`src/ubuf_pkg.sv`:
```
// ----------------------------------------------------------------------------
// ubuf_pkg: shared types and constants for the buffered UART rings
// Event kinds, word layout and the control and status structs of one ring.
// ----------------------------------------------------------------------------
package ubuf_pkg;

  localparam int BYTE_W       = 8;
  localparam int RX_DEPTH_DEF = 64;
  localparam int TX_DEPTH_DEF = 64;

  localparam int IN_TDATA_W  = 16;
  localparam int OUT_TDATA_W = 24;

  localparam int OUT_LINE_VALID = 0;
  localparam int OUT_LINE_BYTE  = 1;
  localparam int OUT_READ_VALID = 9;
  localparam int OUT_READ_BYTE  = 10;
  localparam int OUT_DROPPED    = 18;
  localparam int OUT_CLEARED    = 19;

  typedef enum logic [1:0] {
    KIND_LINE_RX = 2'd0,
    KIND_TX_DONE = 2'd1,
    KIND_PUT     = 2'd2,
    KIND_GET     = 2'd3
  } kind_t;

  typedef struct packed {
    logic push;
    logic pop;
  } ring_cmd_t;

  typedef struct packed {
    logic              empty;
    logic              full;
    logic [BYTE_W-1:0] head;
  } ring_stat_t;

endpackage

```
`src/ubuf_cell.sv`:
```
// ----------------------------------------------------------------------------
// ubuf_cell: one storage cell of a ring
// Holds one byte; on a pop it takes its neighbor's byte, on a push the first
// empty cell loads the new byte.
// ----------------------------------------------------------------------------
module ubuf_cell (
  input  logic                      clk,
  input  logic                      rst,
  input  ubuf_pkg::ring_cmd_t       cmd,
  input  logic [ubuf_pkg::BYTE_W-1:0] din,
  input  logic                      prev_valid,
  input  logic                      next_valid,
  input  logic [ubuf_pkg::BYTE_W-1:0] next_data,
  output logic                      valid,
  output logic [ubuf_pkg::BYTE_W-1:0] data
);
  import ubuf_pkg::*;

  logic              valid_next;
  logic [BYTE_W-1:0] data_next;

  always_comb begin
    valid_next = valid;
    data_next  = data;
    if (cmd.push && cmd.pop) begin
      if (valid) begin
        data_next = next_valid ? next_data : din;
      end
    end else if (cmd.pop) begin
      valid_next = next_valid;
      data_next  = next_data;
    end else if (cmd.push) begin
      if (!valid && prev_valid) begin
        valid_next = 1'b1;
        data_next  = din;
      end
    end
  end

  always_ff @(posedge clk) begin
    if (rst) begin
      valid <= 1'b0;
    end else begin
      valid <= valid_next;
    end
  end

  always_ff @(posedge clk) begin
    data <= data_next;
  end

endmodule

```
`src/ubuf_ring.sv`:
```
// ----------------------------------------------------------------------------
// ubuf_ring: byte queue built as a row of shifting cells
// Holds up to DEPTH-1 bytes; the oldest byte always sits in the first cell.
// ----------------------------------------------------------------------------
module ubuf_ring #(
  parameter int DEPTH = ubuf_pkg::RX_DEPTH_DEF
) (
  input  logic                        clk,
  input  logic                        rst,
  input  ubuf_pkg::ring_cmd_t         cmd,
  input  logic [ubuf_pkg::BYTE_W-1:0] din,
  output ubuf_pkg::ring_stat_t        stat
);
  import ubuf_pkg::*;

  localparam int CELLS = DEPTH - 1;

  logic [CELLS:0]    vld;
  logic [BYTE_W-1:0] dat [CELLS:0];

  assign vld[CELLS] = 1'b0;
  assign dat[CELLS] = '0;

  for (genvar i = 0; i < CELLS; i++) begin : g_cell
    logic prev_v;
    if (i == 0) begin : g_first
      assign prev_v = 1'b1;
    end else begin : g_rest
      assign prev_v = vld[i-1];
    end
    ubuf_cell u_cell (
      .clk        (clk),
      .rst        (rst),
      .cmd        (cmd),
      .din        (din),
      .prev_valid (prev_v),
      .next_valid (vld[i+1]),
      .next_data  (dat[i+1]),
      .valid      (vld[i]),
      .data       (dat[i])
    );
  end

  assign stat.empty = !vld[0];
  assign stat.full  = vld[CELLS-1];
  assign stat.head  = dat[0];

endmodule

```
`src/uart_rx_tx_ring_buffers.sv`:
```
// ----------------------------------------------------------------------------
// uart_rx_tx_ring_buffers: buffered UART with receive and transmit rings
// Handles line bytes, transmit-complete events, host puts and host gets.
// ----------------------------------------------------------------------------
//  Channel  Dir  Word contents
//  s_axis   in   tuser: kind; tdata: data, tx_empty
//  m_axis   out  tdata: line_valid, line_byte, read_valid, read_byte,
//                dropped, complete_cleared
//
// One event is taken per cycle; its result appears in the output register
// on the next cycle. The rings are rows of shifting cells, so every event is
// finished in the cycle it is accepted. Reset empties both rings at once.
// The input is stalled only while a result waits and m_tready is low.
// ----------------------------------------------------------------------------
module uart_rx_tx_ring_buffers #(
  parameter int RX_DEPTH = ubuf_pkg::RX_DEPTH_DEF,
  parameter int TX_DEPTH = ubuf_pkg::TX_DEPTH_DEF
) (
  input  logic                             clk,
  input  logic                             rst,
  input  logic                             s_tvalid,
  output logic                             s_tready,
  // [7:0] data, [8] tx_empty
  input  logic [ubuf_pkg::IN_TDATA_W-1:0]  s_tdata,
  // [1:0] kind
  input  logic [1:0]                       s_tuser,
  output logic                             m_tvalid,
  input  logic                             m_tready,
  // [0] line_valid, [8:1] line_byte, [9] read_valid, [17:10] read_byte,
  // [18] dropped, [19] complete_cleared
  output logic [ubuf_pkg::OUT_TDATA_W-1:0] m_tdata
);
  import ubuf_pkg::*;

  logic              accept;
  kind_t             kind;
  logic [BYTE_W-1:0] in_byte;
  logic              tx_empty;
  ring_cmd_t         rx_cmd;
  ring_cmd_t         tx_cmd;
  ring_stat_t        rx_stat;
  ring_stat_t        tx_stat;
  logic              line_valid;
  logic [BYTE_W-1:0] line_byte;
  logic              read_valid;
  logic [BYTE_W-1:0] read_byte;
  logic              dropped;
  logic              cleared;
  logic [OUT_TDATA_W-1:0] result;

  assign s_tready = !m_tvalid || m_tready;
  assign accept   = s_tvalid && s_tready;
  assign kind     = kind_t'(s_tuser);
  assign in_byte  = s_tdata[BYTE_W-1:0];
  assign tx_empty = s_tdata[BYTE_W];

  always_comb begin
    rx_cmd     = '0;
    tx_cmd     = '0;
    line_valid = 1'b0;
    line_byte  = '0;
    read_valid = 1'b0;
    read_byte  = '0;
    dropped    = 1'b0;
    cleared    = 1'b0;
    case (kind)
      KIND_LINE_RX: begin
        if (rx_stat.full) begin
          dropped = 1'b1;
        end else begin
          rx_cmd.push = 1'b1;
        end
      end
      KIND_TX_DONE: begin
        if (tx_stat.empty) begin
          cleared = 1'b1;
        end else begin
          line_valid = 1'b1;
          line_byte  = tx_stat.head;
          tx_cmd.pop = 1'b1;
        end
      end
      KIND_PUT: begin
        if (tx_stat.full) begin
          dropped = 1'b1;
        end else if (tx_empty) begin
          line_valid = 1'b1;
          if (tx_stat.empty) begin
            line_byte = in_byte;
          end else begin
            line_byte   = tx_stat.head;
            tx_cmd.push = 1'b1;
            tx_cmd.pop  = 1'b1;
          end
        end else begin
          tx_cmd.push = 1'b1;
        end
      end
      KIND_GET: begin
        if (!rx_stat.empty) begin
          read_valid = 1'b1;
          read_byte  = rx_stat.head;
          rx_cmd.pop = 1'b1;
        end
      end
      default: begin
      end
    endcase
    if (!accept) begin
      rx_cmd = '0;
      tx_cmd = '0;
    end
  end

  assign result = {4'b0, cleared, dropped, read_byte, read_valid, line_byte, line_valid};

  ubuf_ring #(.DEPTH(RX_DEPTH)) u_rx_ring (
    .clk  (clk),
    .rst  (rst),
    .cmd  (rx_cmd),
    .din  (in_byte),
    .stat (rx_stat)
  );

  ubuf_ring #(.DEPTH(TX_DEPTH)) u_tx_ring (
    .clk  (clk),
    .rst  (rst),
    .cmd  (tx_cmd),
    .din  (in_byte),
    .stat (tx_stat)
  );

  always_ff @(posedge clk) begin
    if (rst) begin
      m_tvalid <= 1'b0;
    end else if (accept) begin
      m_tvalid <= 1'b1;
    end else if (m_tready) begin
      m_tvalid <= 1'b0;
    end
  end

  always_ff @(posedge clk) begin
    if (accept) begin
      m_tdata <= result;
    end
  end

endmodule

```
`config.mk`:
```
export PLATFORM = sky130hd
export DESIGN_NAME = uart_rx_tx_ring_buffers
export DESIGN_NICKNAME = d
export VERILOG_FILES = /design/src/ubuf_pkg.sv /design/src/ubuf_cell.sv /design/src/ubuf_ring.sv /design/src/uart_rx_tx_ring_buffers.sv
export SDC_FILE = /design/constraint.sdc
export NUM_CORES = 2
export LEC_CHECK = 0
export BUFFER_PORTS_ARGS = -buffer_cell sky130_fd_sc_hd__buf_2
export CORE_MARGIN = 2
export CORE_UTILIZATION = 40
export DETAILED_ROUTE_END_ITERATION = 10
export PLACE_DENSITY = 0.58
export RECOVER_POWER = 50
export SETUP_SLACK_MARGIN = 0.4
export SLEW_MARGIN = 40
export SYNTH_ARGS = -nofsm -noshare
export SYNTH_HDL_FRONTEND = slang
export SYNTH_HIERARCHICAL = 1
export SYNTH_SLANG_ARGS = --single-unit
```
`constraint.sdc`:
```
create_clock -name clk -period 13.7 [get_ports clk]
set_input_delay 1.37 -clock clk [delete_from_list [all_inputs] [get_ports clk]]
set_output_delay 1.37 -clock clk [all_outputs]
set_load 0.02 [all_outputs]
```
# Word level (Yosys, flattened, before mapping)
# Cells that the tools add are included.
totals:
  input_bits: 22
  ff_bits: 1155
classes:
  bitwise_logic: 2
  n_eq_ne: 130
  mux: 1156
  n_reduce_logical: 760
ops:
  columns: ["op", "count"]
  rows:
  - ["8-bit two-way mux", 757]
  - ["3-bit AND reduction", 249]
  - ["1-bit two-way mux", 391]
  - ["3-bit nonzero test", 126]
  - ["2-bit nonzero test", 127]
  - ["2-bit inequality test (second input constant)", 126]
  - ["1-bit logical AND", 127]
  - ["1-bit logical NOT", 125]
  - ["8-bit case mux with 2 select lines", 1]
  - ["2-bit two-way mux", 4]
  - ["2-bit AND reduction", 4]
  - ["1-bit case mux with 2 select lines", 3]
  - ["2-bit == test (second input constant)", 2]
  - ["3-bit by 2-bit inequality test with 1-bit output (second input constant)", 1]
  - ["2-bit by 1-bit == test with 1-bit output (second input constant)", 1]
  - ["2-bit logical NOT", 1]
  - ["1-bit inverter", 2]
  - ["1-bit logical OR", 1]

# Depth between registers and ports, before layout
depth:
  ltp_word: 8
  depth_mapped: 8
  depth_no_buf: 8

# Hierarchy
# The synthesis kept the hierarchy.
by_module_without_submodules:
  columns: ["mod", "seq_area_each_um2", "cells_per_inst", "area_each_um2", "n_inst"]
  rows:
  - ["ubuf_cell", 260.2, 26, 419.2, 126]
  - ["uart_rx_tx_ring_buffers", 620.6, 75, 1009.7, 1]
  - ["ubuf_ring", 0.0, 3, 11.3, 2]

# Least setup slack after synthesis
# No wires, ideal clock.
synth_timing:
  path_kind: "input -> register"
  startpoint: "input port s_tuser[1]"
  endpoint: "register u_tx_ring/g_cell[0].u_cell/data[0] (netlist name), enable pin"
  path_buffers: 0
  required_ns: 13.346
  path_slack_ns: -0.783
  setup_time_ns: 0.354
  arrival_time_ns: 14.129
  cell_stages: 6
  cell_sequence: "inv_1 ha_1 nor2b_1 o21ai_4 nor3_2 mux2_2"
synth_lines:
  columns: ["item", "line_no", "rtl"]
  rows:
  - ["start, declared", "uart_rx_tx_ring_buffers.sv:26", "input logic [1:0] s_tuser,"]
  - ["end signal, assigned", "ubuf_cell.sv:49", "data <= data_next;"]
  - ["end, declared", "ubuf_cell.sv:15", "output logic [ubuf_pkg::BYTE_W-1:0] data"]

==> flow_metrics.tcl <==
set metrics [dict create \
    grt_pass1_wl_mm 151 \
    firstDrtPassIters 6 \
    timing.rr.start "u_rx_ring/g_cell[0].u_cell/valid$_SDFFE_PP0P_" \
    slew_headroom_pct -176 \
    path_class "primary input to flop" \
    hold_path_class "flop to flop" \
    clockRootBuffer "clkbuf_16" \
    antenna_found_initial 0 \
    top_level_ports 48 \
    die_area_um2 138000 \
    dr_wl_met2_mm 40.3 \
    required_ns 14.15 \
    setup_viol 0 \
    ys_ff_latch 1155 \
    slowest_delay_ns 2.79 \
    p_sw_uw 1490 \
    max_slew.worst_pin.slew_ns 4.14 \
    grt_util_all_layers_pct 13.4 \
    start_util_pct 40.3 \
    cts_tree "yes" \
    routed-via-count 26691 \
    crit_chain "clkbuf_1, ha_1, nor2b_1, and3_1, clkbuf_1, o21ai_0, mux2_2" \
    crit_arrival_ns 8.32 \
    synthArstFlopShare_pct 0 \
    power_uw 7400 \
    final_nets 3577 \
    cp_max_fo 70 \
    pwr-share-seq_pct 52.0 \
    grt_pass1_vias 27319 \
    yosysSeqAreaShare_pct 62.1 \
    period_share_pct 57.5 \
    netSwitchingFraction_pct 20.1 \
    whs_ns 0.518 \
    cp-start-kind "primary input" \
    portBuffers 36 \
    drive_gt1_share_pct 39.3 \
    die_y_um 371 \
    dp_hpwl_mm 49.9 \
    rows 134 \
    stdcell_area_um2 59700 \
    drtIter0Drc 1755 \
    wirelength_met1_mm 46.0 \
    combPwrFrac_pct 3.9 \
    route.detailed.wl_per_inst_um 16.9 \
    cts_buffer_depth 3 \
    routabilityCongestion 0.690 \
    r2r_slack_ns 6.38 \
    cpMostUsedCell "clkbuf_1" \
    drv_slew 466 \
    p_leak_uw 0.0200 \
    wl_met3_mm 3.72 \
    holdBufCountCts 0 \
    cp_slowest_cell "clkbuf_1" \
    core_um2 133000 \
    drc 0 \
    fillers 11831 \
    synth_edf_count 1028 \
    critPathBufInv 2 \
    outcome "finished, violations left" \
    cpLargestDelayFamily "buffers and inverters" \
    pwr-share-clk_pct 44.2 \
    die_x_um 371 \
    power.internal_uw 5910 \
    synth_top_flop_cell "edfxtp_1" \
    avgSynthCellArea_um2 16.0 \
    end_kind "flop" \
    yosys_warnings 6 \
    powerDensity_nw_per_um2 124 \
    viasPerCell 4.92 \
    wl_mm 91.8 \
    cts_max_level 3 \
    finalCriticalPeriod_ns 7.87 \
    peakVddDrop_mv 0.0992 \
    ant_nets 0 \
    grt_max_degree 190 \
    routed.top_layer "met4" \
    clk_latency_ns 0.71 \
    final.setup.tns_ns 0 \
    min-delay-start "u_rx_ring/g_cell[0].u_cell/data[2]$_DFFE_PP_" \
    crit_start "s_tuser[1]" \
    placed_area_um2 56500 \
    drv_cap 7 \
    syn_inst 3357 \
    cts_resized 0 \
    synthesis.area_um2 53800 \
    post-route-util_pct 44.8 \
    rsz0062_at_grt "no" \
    fin_skew_ns 0.0262 \
    clk_pin_slew_worst_paths_ns 0.06 \
    synth_cell_types 23 \
    area_growth_pct 10.9 \
    cts_buffers 121 \
    max_freq_mhz 127 \
    postCtsSetupBuffers 0 \
    gr-total-overflow 0 \
    hold_viol_final 0 \
    violations "max-capacitance violations, max-slew violations" \
    clock-sinks 1155 \
]
worst paths after layout:
check	endpoint	cells past startpoint
hold reg to reg	m_tdata[12]$_SDFFCE_PN0P_	1
setup reg to reg	u_rx_ring/g_cell[26].u_cell/data[2]$_DFFE_PP_	6
hold / removal	m_tdata[12]$_SDFFCE_PN0P_	1
setup / recovery	u_rx_ring/g_cell[26].u_cell/data[2]$_DFFE_PP_	7
synth_stat cells, drive strengths merged, types with 4 or more instances:
| cell type | n | area share (%) |
|---|---|---|
| conb | 5 | 0.035 |
| nor2b | 128 | 1.5 |
| nor2 | 134 | 0.93 |
| inv | 134 | 0.93 |
| mux2i | 134 | 2.5 |
| a21oi | 127 | 1.2 |
| and2b | 126 | 2.0 |
| and2 | 9 | 0.10 |
| o21ai | 127 | 3.8 |
| mux2 | 1134 | 24 |
| ha | 4 | 0.093 |
| edfxtp | 1028 | 57 |
| nand2 | 127 | 0.89 |
| dfxtp | 127 | 4.7 |
| buf | 6 | 0.079 |
cell type report:
| type | instances | area (um^2) | area share [%] |
|---|---|---|---|
| Clock inverter | 64 | 637 | 1.07 |
| Inverter | 134 | 503 | 0.842 |
| Sequential cell | 1155 | 33400 | 55.9 |
| Multi-Input combinational cell | 2083 | 19200 | 32.2 |
| Antenna cell | 1 | 2.50 | 0.00419 |
| Clock buffer | 164 | 3360 | 5.62 |
| Tap cell | 1768 | 2210 | 3.70 |
| Timing Repair Buffer | 56 | 364 | 0.610 |
registers in the layout (all words and copies together), names as in the netlist:
name / flops
u_tx_ring/g_cell.u_cell/data: 504
m_tdata: 20
m_tvalid: 1
u_tx_ring/g_cell.u_cell/valid: 63
u_rx_ring/g_cell.u_cell/data: 504
u_rx_ring/g_cell.u_cell/valid: 63
power by group through the flow:
stage	Sequential [uW]	Clock [uW]	Combinational, uW
6_report	3840	3270	285
5_1_grt	3840	3530	316
4_1_cts	3840	3380	295
3_5_place_dp	3920	0	289
3_3_place_gp	3920	0	288
2_1_floorplan	3920	0	195
metal layers:
metal | vias to the layer above | track usage, %
met2 | 423 | 20.4
met5 | - | 0
met4 | 0 | 3.92
met1 | 13060 | 19.7
li1 | 13079 | -
met3 | 129 | 2.21
cells in the final DEF (no fill, tap or decap), types with 19 or more instances in the layout:
cell type,netlist,final
clkinv_2,0,22
o21ai_4,127,61
clkbuf_1,0,64
nor2_1,134,134
a21oi_1,127,127
clkinv_1,0,19
dfxtp_1,127,127
mux2_1,0,90
edfxtp_1,1028,1028
mux2i_1,134,134
conb_1,5,26
o21ai_0,0,66
and2b_2,126,126
nor2b_1,128,128
nand2_1,127,127
mux2_2,1134,1044
clkbuf_16,0,126
inv_1,134,134
worst reg2reg max path, stage by stage (launching register included):
cell and delay [ns]:
dfxtp_1 0.38, inv_1 0.08, nor2b_1 0.42, and3_1 1.20, clkbuf_1 2.83, o21ai_0 1.52
mux2_2 0.63
through the flow:
| step | setup WS, ns | cells |
|---|---|---|
| final | 5.83 | 5425 |
| after global routing | 5.07 | 5424 |
| after CTS | 9.78 | 5423 |
| after global placement | 8.81 | 5195 |
| after floorplan | 1.07 | 3378 |
| after detailed placement | 9.00 | 5195 |
logic make-up after synthesis:
family | count (synthesis) | synth area share [%]
flops | 1155 | 62.1
buf+inv | 140 | 1.01
compound gates | 256 | 5.06
mux | 1268 | 26.2
simple gates | 529 | 5.54
other cells | 5 | 0.0349
fa+ha+maj | 4 | 0.0930
Power figures use the tool's default switching activity.
